<file path="src/hdl/gf2qse_pkg.sv">
`timescale 1ns / 1ps

package gf2qse_pkg;

  // Fixed field widths of the stream items.
  localparam int ADDR_FIELD_W = 8;
  localparam int WORD_W       = 32;
  localparam int ASSIGN_W     = 16;
  localparam int IN_TDATA_W   = 56;
  localparam int OUT_TDATA_W  = 32;

  // Command to every cell of the variable chain.
  typedef enum logic [2:0] {
    OP_HOLD,
    OP_LOAD,
    OP_STEP,
    OP_LIN_END,
    OP_ROW_END
  } cell_op_t;

  // What a cell hands to its right-hand neighbor.
  typedef struct packed {
    logic col;       // column token: selects the second variable of a term
    logic row;       // row token: selects the first variable of a pair
    logic row_prev;  // row token of the cell before this one
  } cell_link_t;

endpackage

</file>
<file path="src/hdl/gf2_quadratic_system_eval_unit.sv">
// Channel   Direction  Handshake                     Payload
// s_axis    in         s_axis_tvalid / s_axis_tready tuser: func; tdata: addr, word, assignment
// m_axis    out        m_axis_tvalid / m_axis_tready tdata: equation_values
//
// A write item stores its word in the coefficient RAM; writes past the end of
// the store are dropped. An evaluate item walks the whole coefficient RAM of
// DEPTH = 1 + NUM_VARS + NUM_VARS * (NUM_VARS - 1) / 2 words through its
// single read port, one word per cycle, and the block takes no new item
// until the walk is done. The result waits in the output register, and
// further items are taken while it waits. Reset is synchronous and active
// high; the coefficient RAM is not cleared and must be written before evaluation.
`timescale 1ns / 1ps

module gf2_quadratic_system_eval_unit #(
  parameter int NUM_VARS      = 16,
  parameter int NUM_EQUATIONS = 32
) (
  input  logic                                clk,
  input  logic                                rst,
  input  logic                                s_axis_tvalid,
  output logic                                s_axis_tready,
  // [7:0] coeff_addr, [39:8] coeff_word, [55:40] assignment
  input  logic [gf2qse_pkg::IN_TDATA_W-1:0]   s_axis_tdata,
  // [0] func
  input  logic                                s_axis_tuser,
  output logic                                m_axis_tvalid,
  input  logic                                m_axis_tready,
  // [31:0] equation_values
  output logic [gf2qse_pkg::OUT_TDATA_W-1:0]  m_axis_tdata
);

  // Store layout: constant word, NUM_VARS linear words, then the pairs.
  localparam int DEPTH = 1 + NUM_VARS + (NUM_VARS * (NUM_VARS - 1)) / 2;
  localparam int AW    = $clog2(DEPTH);
  localparam int CMP_W = (AW > gf2qse_pkg::ADDR_FIELD_W) ? AW : gf2qse_pkg::ADDR_FIELD_W;

  typedef enum logic [2:0] {
    S_IDLE,
    S_CONST,
    S_LIN,
    S_QUAD,
    S_DRAIN,
    S_FIN
  } state_t;

  state_t state;

  // Unpacked input item.
  logic                                  func;
  logic [gf2qse_pkg::ADDR_FIELD_W-1:0]   coeff_addr;
  logic [gf2qse_pkg::WORD_W-1:0]         coeff_word;
  logic [gf2qse_pkg::ASSIGN_W-1:0]       assignment;

  assign func       = s_axis_tuser;
  assign coeff_addr = s_axis_tdata[7:0];
  assign coeff_word = s_axis_tdata[39:8];
  assign assignment = s_axis_tdata[55:40];

  logic in_acc;
  assign s_axis_tready = (state == S_IDLE);
  assign in_acc        = s_axis_tvalid & s_axis_tready;

  // Write port: addresses past the end of the store are dropped.
  logic [CMP_W-1:0] addr_ext;
  logic             addr_ok;
  logic             wr_en;
  logic [AW-1:0]    wr_addr;

  assign addr_ext = CMP_W'(coeff_addr);
  assign addr_ok  = addr_ext < CMP_W'(DEPTH);
  assign wr_en    = in_acc & ~func & addr_ok;
  assign wr_addr  = AW'(addr_ext);

  // Read sequencer: pos walks the store in the order the terms are laid out.
  logic [AW-1:0]            pos;
  logic                     rd_en;
  logic [NUM_EQUATIONS-1:0] rd_data;
  logic                     vld_pipe;
  logic                     en_pipe;
  logic [NUM_EQUATIONS-1:0] acc;

  assign rd_en = (state == S_CONST) || (state == S_LIN) || (state == S_QUAD);

  gf2qse_ram #(
    .WIDTH (NUM_EQUATIONS),
    .DEPTH (DEPTH)
  ) u_store (
    .clk     (clk),
    .wr_en   (wr_en),
    .wr_addr (wr_addr),
    .wr_data (NUM_EQUATIONS'(coeff_word)),
    .rd_en   (rd_en),
    .rd_addr (pos),
    .rd_data (rd_data)
  );

  // Variable chain. Cell j holds variable j; the column token sweeps the
  // linear terms and then the second variable of each pair, while the row
  // token marks the first variable of the current pair row.
  gf2qse_pkg::cell_op_t   cell_op;
  gf2qse_pkg::cell_link_t link_out [NUM_VARS];
  logic [NUM_VARS-1:0]    hit_col;
  logic [NUM_VARS-1:0]    hit_row;
  logic [NUM_VARS-1:0]    col_vec;
  logic [NUM_VARS-1:0]    row_vec;

  for (genvar j = 0; j < NUM_VARS; j++) begin : g_cell
    logic                   x_load;
    gf2qse_pkg::cell_link_t link_in;

    if (j < gf2qse_pkg::ASSIGN_W) begin : g_var
      assign x_load = assignment[j];
    end else begin : g_zero
      // Variables beyond the assignment field read as zero.
      assign x_load = 1'b0;
    end

    if (j == 0) begin : g_head
      assign link_in = '0;
    end else begin : g_body
      assign link_in = link_out[j-1];
    end

    gf2qse_cell u_cell (
      .clk      (clk),
      .rst      (rst),
      .op       (cell_op),
      .seed     (j == 0),
      .x_load   (x_load),
      .link_in  (link_in),
      .link_out (link_out[j]),
      .hit_col  (hit_col[j]),
      .hit_row  (hit_row[j])
    );

    assign col_vec[j] = link_out[j].col;
    assign row_vec[j] = link_out[j].row;
  end

  logic col_last;
  logic row_last;
  logic sel_x;
  logic row_x;
  logic en_now;

  assign col_last = link_out[NUM_VARS-1].col;
  assign row_last = link_out[NUM_VARS-2].row;
  assign sel_x    = |hit_col;
  assign row_x    = |hit_row;

  always_comb begin
    cell_op = gf2qse_pkg::OP_HOLD;
    en_now  = 1'b0;
    unique case (state)
      S_IDLE: begin
        if (in_acc && func) begin
          cell_op = gf2qse_pkg::OP_LOAD;
        end
      end
      S_CONST: begin
        en_now = 1'b1;
      end
      S_LIN: begin
        en_now  = sel_x;
        cell_op = col_last ? gf2qse_pkg::OP_LIN_END : gf2qse_pkg::OP_STEP;
      end
      S_QUAD: begin
        en_now  = sel_x & row_x;
        cell_op = col_last ? gf2qse_pkg::OP_ROW_END : gf2qse_pkg::OP_STEP;
      end
      default: begin
      end
    endcase
  end

  always_ff @(posedge clk) begin
    if (rst) begin
      state         <= S_IDLE;
      m_axis_tvalid <= 1'b0;
      vld_pipe      <= 1'b0;
    end else begin
      vld_pipe <= rd_en;
      en_pipe  <= en_now;

      // Fold in the word read last cycle when its term is active.
      if (vld_pipe && en_pipe) begin
        acc <= acc ^ rd_data;
      end

      // The finishing step handles its own handover of the output register.
      if (m_axis_tvalid && m_axis_tready && (state != S_FIN)) begin
        m_axis_tvalid <= 1'b0;
      end

      unique case (state)
        S_IDLE: begin
          if (in_acc && func) begin
            acc   <= '0;
            pos   <= '0;
            state <= S_CONST;
          end
        end
        S_CONST: begin
          pos   <= pos + AW'(1);
          state <= S_LIN;
        end
        S_LIN: begin
          pos <= pos + AW'(1);
          if (col_last) begin
            state <= S_QUAD;
          end
        end
        S_QUAD: begin
          pos <= pos + AW'(1);
          if (col_last && row_last) begin
            state <= S_DRAIN;
          end
        end
        S_DRAIN: begin
          state <= S_FIN;
        end
        S_FIN: begin
          if (!m_axis_tvalid || m_axis_tready) begin
            m_axis_tvalid <= 1'b1;
            m_axis_tdata  <= gf2qse_pkg::OUT_TDATA_W'(acc);
            state         <= S_IDLE;
          end
        end
        default: begin
          state <= S_IDLE;
        end
      endcase
    end
  end

  // The sweep must end exactly on the last store entry.
  a_sweep_len: assert property (@(posedge clk) disable iff (rst)
    (state == S_DRAIN) |-> ($past(pos) == AW'(DEPTH - 1)))
    else $error("pair sweep ended away from the last store entry");

  // Exactly one row token and one column token while terms are issued.
  a_tokens: assert property (@(posedge clk) disable iff (rst)
    (state == S_LIN || state == S_QUAD) |-> ($onehot(col_vec) && $onehot(row_vec)))
    else $error("variable chain lost or duplicated a token");

  // A result is only presented by the final step of an evaluation.
  a_result_src: assert property (@(posedge clk) disable iff (rst)
    $rose(m_axis_tvalid) |-> $past(state == S_FIN))
    else $error("result appeared outside the finishing step");

endmodule

</file>
<file path="src/hdl/gf2qse_ram.sv">
`timescale 1ns / 1ps

module gf2qse_ram #(
  parameter int WIDTH = 32,
  parameter int DEPTH = 137,
  localparam int AW = $clog2(DEPTH)
) (
  input  logic             clk,
  input  logic             wr_en,
  input  logic [AW-1:0]    wr_addr,
  input  logic [WIDTH-1:0] wr_data,
  input  logic             rd_en,
  input  logic [AW-1:0]    rd_addr,
  output logic [WIDTH-1:0] rd_data
);

  logic [WIDTH-1:0] mem [DEPTH];

  always_ff @(posedge clk) begin
    if (wr_en) begin
      mem[wr_addr] <= wr_data;
    end
    if (rd_en) begin
      rd_data <= mem[rd_addr];
    end
  end

endmodule

</file>
<file path="src/hdl/gf2qse_cell.sv">
`timescale 1ns / 1ps

// One variable of the assignment. The row and column tokens walk the chain
// so that the cells holding them name the two variables of the current term.
module gf2qse_cell (
  input  logic                   clk,
  input  logic                   rst,
  input  gf2qse_pkg::cell_op_t   op,
  input  logic                   seed,
  input  logic                   x_load,
  input  gf2qse_pkg::cell_link_t link_in,
  output gf2qse_pkg::cell_link_t link_out,
  output logic                   hit_col,
  output logic                   hit_row
);

  logic x;
  logic col;
  logic row;

  always_ff @(posedge clk) begin
    if (rst) begin
      col <= 1'b0;
      row <= 1'b0;
    end else begin
      unique case (op)
        gf2qse_pkg::OP_HOLD: begin
        end
        gf2qse_pkg::OP_LOAD: begin
          col <= seed;
          row <= seed;
        end
        gf2qse_pkg::OP_STEP: begin
          col <= link_in.col;
        end
        gf2qse_pkg::OP_LIN_END: begin
          col <= link_in.row;
        end
        gf2qse_pkg::OP_ROW_END: begin
          col <= link_in.row_prev;
          row <= link_in.row;
        end
        default: begin
        end
      endcase
    end
  end

  always_ff @(posedge clk) begin
    if (op == gf2qse_pkg::OP_LOAD) begin
      x <= x_load;
    end
  end

  assign link_out.col      = col;
  assign link_out.row      = row;
  assign link_out.row_prev = link_in.row;
  assign hit_col           = col & x;
  assign hit_row           = row & x;

endmodule

</file>
<file path="config.mk">
export PLATFORM = sky130hd
export DESIGN_NAME = gf2_quadratic_system_eval_unit
export DESIGN_NICKNAME = d
export VERILOG_FILES = /design/src/hdl/gf2qse_pkg.sv /design/src/hdl/gf2_quadratic_system_eval_unit.sv /design/src/hdl/gf2qse_ram.sv /design/src/hdl/gf2qse_cell.sv
export SDC_FILE = /design/constraint.sdc
export NUM_CORES = 2
export LEC_CHECK = 0
export BUFFER_PORTS_ARGS = -buffer_cell sky130_fd_sc_hd__buf_2
export CAP_MARGIN = 5
export CORE_MARGIN = 2
export CORE_UTILIZATION = 50
export DETAILED_ROUTE_END_ITERATION = 6
export PLACE_DENSITY = 0.63
export SLEW_MARGIN = 20
export SYNTH_ARGS = -nofsm -noshare
export SYNTH_HDL_FRONTEND = slang
export SYNTH_MEMORY_MAX_BITS = 65536
export SYNTH_SLANG_ARGS = --single-unit
</file>
<file path="constraint.sdc">
create_clock -name clk -period 8.3 [get_ports clk]
set_clock_uncertainty 0.15 [all_clocks]
set_input_delay 0.83 -clock clk [delete_from_list [all_inputs] [get_ports clk]]
set_output_delay 0.83 -clock clk [all_outputs]
set_load 0.02 [all_outputs]
</file>
Word level (Yosys, flattened, before mapping):

Memories as Yosys holds them, arrays and structs flattened. A register that Yosys moved wholly into a read port is not among the register bits.
Index checks and enable logic that the tools add are counted.

* memories kept: 1
* register bits after elaboration: 126
* output and inout port bits: 34
* word-level logic and storage cells: 186
* memory bits (writable): 4384

Memories
* u_store.mem: depth 137, bits a word 32, read ports 1, clocked after memory_dff 1, wr ports 1, line gf2qse_ram.sv:17 `logic [WIDTH-1:0] mem [DEPTH];`

* equality and inequality tests: 14
* bitwise operators: 39
* mux-type cells: 52
* $add $sub $neg: 1
* $lt $le $gt $ge: 1
* reduce and logical (&&, ||, !) cells: 23

Operator list (number)
* 32-bit two-way mux: 3
* 1-bit one-hot mux with 4 select lines: 14
* 1-bit AND: 36
* 1-bit one-hot mux with 2 select lines: 17
* 16-bit OR reduction: 2
* 32-bit bitwise XOR: 1
* 3-bit one-hot mux with 6 select lines: 1
* 8-bit one-hot mux with 2 select lines: 1
* 3-bit two-way mux: 5
* 3-bit by 2-bit equality test with 1-bit output, second input constant: 4
* 3-bit equality test, second input constant: 3
* 3-bit one-hot mux with 3 select lines: 1
* 8-bit by 1-bit adder with 8-bit output, second input constant: 1
* 8-bit < comparator, second input constant: 1
* 8-bit two-way mux: 1
* 1-bit two-way mux: 7
* 3-bit by 1-bit equality test with 1-bit output, second input constant: 2
* 2-bit by 1-bit != test with 1-bit output, second input constant: 3
* 1-bit one-hot mux with 3 select lines: 2
* 3-bit AND reduction: 2
* 2-bit nonzero test: 3
* 3-bit OR reduction: 2
* 1-bit logical AND: 5
* 4-bit AND reduction: 1
* other kinds (9): 12

Longest topological paths before layout:

* depth after elaboration: 8
* mapped depth: 12
* gate-level depth less buffers: 6

Hierarchy:

A second synthesis with hierarchy kept.

* cell total of the unflattened synthesis: 8298
* area, all modules: 174828.9 um^2

By module, submodules not included
* gf2qse_ram: instances 1, area an instance 167924.8 um^2, cells each 7624, sequential area each 132607.2 um^2
* gf2qse_cell: instances 16, area an instance 221.5 um^2, cells each 26, sequential area each 70.1 um^2
* gf2_quadratic_system_eval_unit: instances 1, area an instance 3360.7 um^2, cells each 258, sequential area each 2292.2 um^2

Worst setup path before layout:

OpenSTA, ideal clock, no wires.

* path type: register -> register
* from: reg state[0]
* to: mem u_store.mem[72][0], enable pin
* stages on the path, launching flop included: 6
* required time: 7636 ps
* slack: 2775 ps
* arrival time: 4860 ps
* period minus slack after synthesis: 5525 ps
* path buffers: 1
* cell sequence: dfxtp_1 -> clkbuf_1 -> nor3_2 -> nand2_1 -> nor4b_2 -> nor4b_1

* cells in the longest elaborated chain, start to end: 6

RTL lines
* from (decl): line gf2_quadratic_system_eval_unit.sv:46 `state_t state;`
* from (signal assigned): line gf2_quadratic_system_eval_unit.sv:178 `state <= S_IDLE;`
* from (signal assigned): line gf2_quadratic_system_eval_unit.sv:200 `state <= S_CONST;`
* from (signal assigned): line gf2_quadratic_system_eval_unit.sv:205 `state <= S_LIN;`
* 3-bit zero test: line gf2_quadratic_system_eval_unit.sv:60 `assign s_axis_tready = (state == S_IDLE);`
* net s_axis_tready: line gf2_quadratic_system_eval_unit.sv:21 `output logic s_axis_tready,`
* 1-bit AND: line gf2_quadratic_system_eval_unit.sv:61 `assign in_acc = s_axis_tvalid & s_axis_tready;`
* 1-bit AND (2 in series): line gf2_quadratic_system_eval_unit.sv:71 `assign wr_en = in_acc & ~func & addr_ok;`
* 1-bit two-way mux: line gf2qse_ram.sv:20 `if (wr_en) begin`
* 1-bit two-way mux (implied by the code): line gf2qse_ram.sv:21 `mem[wr_addr] <= wr_data;`
* to (decl): line gf2qse_ram.sv:17

The timed path passes the listed nets, and every way through them passes these cells.

==> results.md <==
- DIE AREA: 354,000 sq um
- Reg clk slew, reported paths: 0.06 ns
- Outcome: complete, no violations
- Internal reg-to-reg setup slack: 2.96 ns
- CP endpoint kind: flip-flop
- DR vias/cell: 6.65
- Mapped Area: 175,000 sq um
- Largest family of logic cells by synthesized area: multiplexers
- Starting Density: 50.1%
- Max Freq: 187 MHz
- Worst Path Required: 8.88 ns
- DRT antenna net count: 0
- Vias in the first global route: 85,900
- Largest net degree at the start of global routing: 99
- Post-Synth Simple-Gate Area: 1.69%
- TritonCTS clock tree: yes
- Final min period: 5.34 ns
- DRC: 0
- Hold_buf cts: 16
- RSZ-0062 raised after global routing: no
- # setup viols final: 0
- Final Slew Violations: 0
- All-Layer GR Usage: 29.6%
- Post-synthesis cell count: 8,044
- Row count: 217
- R2R cell count: 9
- Startpoint Class: flip-flop
- Share of cells above drive strength 1: 25.3%
- Yosys cell types: 74
- Final worst-path cycle share: 64.4%
- Final WL: 530 mm
- Critical path class: flip-flop to flip-flop
- H-tree Lvls: 5
- Pre-antenna DRT Iters: 6
- Post-synthesis xor/xnor area fraction: 0.191%
- CTS Sinks: 4,542
- Final worst slack: 2.96 ns
- Skew-Pair Late Insertion Delay: 1.02 ns
- Detail-routed net length per standard cell: 39.2 um
- Syn_nets: 8,106
- P&R area growth vs syn: 12.7%
- Final Wtd Congestion: 1.00
- Seq/Total Area, Yosys: 77.9%
- CTS buffer count: 446
- #FFs+latches synth: 4,542
- Die width: 595 um
- Root Driver: clkbuf_16
- Worst R2R End: u_store.rd_data[30]
- CP max FO: 55
- Die height: 595 um
- Post-CTS Resized: 0
- Pre-CTS WS: 3.19 ns
- Core Box Area: 349,000 sq um
- Hold EP: m_axis_tvalid
- Synthesized-area fraction occupied by adder cells: 0.00716%
- Maxcap violations: 0
- Initial antenna violation count: 58
- Most common cell after layout, fill and taps aside: edfxtp_1
- Slew margin rel.: 11.1%
- Hold depth: 3
- Postcts setup bufs: 0
- Post-synthesis mux area share: 15.4%
- Synth Area in Compound Gates: 3.07%
- Synthesized area per cell: 21.7 sq um
- Worst Max-Slew Pin Slew: 1.33 ns
- Setup TNS: 0 ns
- IR drop worst, VDD: 0.223 mV
- CTS Buffer Depth: 4
- Fin nets: 8,582
- Hold Path Origin: m_axis_tready
- P per Cell Area: 249 nW/um^2
- Initial DRC count: 15,100
- Via count: 89,900
- EDFF count, synth: 4,505
- Most frequent cells in the layout: 4,505 x edfxtp_1, 913 x mux4_2, 610 x mux2i_1, 451 x clkbuf_16, 366 x buf_4
- Synth warnings: 0
- Global-route wire length before repair: 720 mm
- Hold WC Path Type: input port to flip-flop
- FFs w/ async S/R, synth: 0%
- Worst path arrival time: 5.93 ns
- Final Hold Violating Endpoints: 0
- Remaining Overflow, GRT: 0
- # port buffers: 94
- Most used flip-flop cell after synthesis: edfxtp_1
- I/O pin count: 95
- P_leak: 61.7 nW
- Worst r2r src: pos[2]
- DP HPWL: 312 mm
[Yosys cell counts (38+ instances only)]
| cell type | count | area [sq um] |
|---|---|---|
| clkbuf_1 | 142 | 533 |
| nand2_1 | 173 | 649 |
| o211ai_1 | 39 | 293 |
| o22ai_1 | 112 | 701 |
| o221ai_1 | 85 | 744 |
| a31oi_1 | 38 | 238 |
| buf_2 | 120 | 601 |
| mux4_2 | 913 | 20600 |
| nor2_1 | 242 | 908 |
| buf_6 | 57 | 642 |
| nand3_1 | 71 | 355 |
| o21ai_0 | 123 | 616 |
| mux2i_1 | 613 | 6140 |
| buf_4 | 98 | 736 |
| a22oi_1 | 90 | 676 |
| edfxtp_1 | 4505 | 135000 |
| a211oi_1 | 39 | 293 |
| a21oi_1 | 155 | 776 |
[per-layer routing]
| metal | routed length, um | global-route usage [%] |
|---|---|---|
| met1 | 194000 | 41.0 |
| met2 | 241000 | 44.6 |
| met3 | 68400 | 8.23 |
| met4 | 26000 | 12.3 |
| met5 | 109 | 0 |
[worst max-delay path by stage]
stage,from,to
4_1_cts,pos[0],u_store.rd_data[14]
3_3_place_gp,pos[1],u_store.rd_data[11]
6_report,pos[2],u_store.rd_data[30]
3_5_place_dp,pos[0],u_store.rd_data[14]
5_1_grt,pos[0],u_store.rd_data[14]
2_1_floorplan,state[0],u_store.mem[72][0]
[critical path, cell delays in order (launching register included)]
cell and delay [ns]:
edfxtp_1 0.42, buf_4 0.35, buf_4 0.76, or3b_4 0.55, buf_12 0.42, o22ai_1 0.20
a211oi_1 1.04, a221oi_1 0.25, a2111oi_0 0.60, nor3_1 0.13
[power by group]
group	total [W]	leakage [nW]	internal [W]	switching, W
registers	0.0254	40.8	0.0253	0.000102
logic	0.00399	14.0	0.00127	0.00273
clock network	0.0196	6.85	0.0110	0.00862
total	0.0490	61.7	0.0376	0.0114
[cell families (layout without fill, tap and decap cells)]
kind of cell	after synthesis	in the layout
DFF	4542	4542
muxes	1548	1548
AOI/OAI and AO/OA	797	797
and+or+nand+nor	646	646
buffers and inverters	472	1317
xor gates and xnor gates	38	38
adders and majority gates	1	1
other	0	30
[through the flow]
stage	hold WS (ns)	power, W	instances	instance area [sq um]	util (%)
after floorplan	0.298	0.0278	8044	175000	-
after global placement	0.312	0.0297	12600	182000	52.3
after detailed placement	0.314	0.0298	12600	182000	52.3
after CTS	0.00153	0.0491	13500	197000	56.4
after global routing	0.0504	0.0501	13500	197000	56.5
final	0.0697	0.0490	13500	197000	56.5
[state kept, by name, indices dropped and copies added, names as in the netlist]
signal	cells
g_cell.u_cell.x	16
m_axis_tdata	32
en_pipe	1
pos	8
g_cell.u_cell.row	16
u_store.rd_data	32
u_store.mem	4384
vld_pipe	1
acc	32
g_cell.u_cell.col	16
state	3
m_axis_tvalid	1
[final cells by class]
class / instances / area (sq um)
Antenna cell: 30 / 75.1
Clock buffer: 556 / 11700
Clock inverter: 261 / 2350
Fill cell: 25500 / 152000
Inverter: 11 / 51.3
Multi-Input combinational cell: 3030 / 37000
Sequential cell: 4542 / 136000
Tap cell: 4599 / 5750
Timing Repair Buffer: 489 / 4030
No activity file was read; power rests on OpenSTA's default activity.
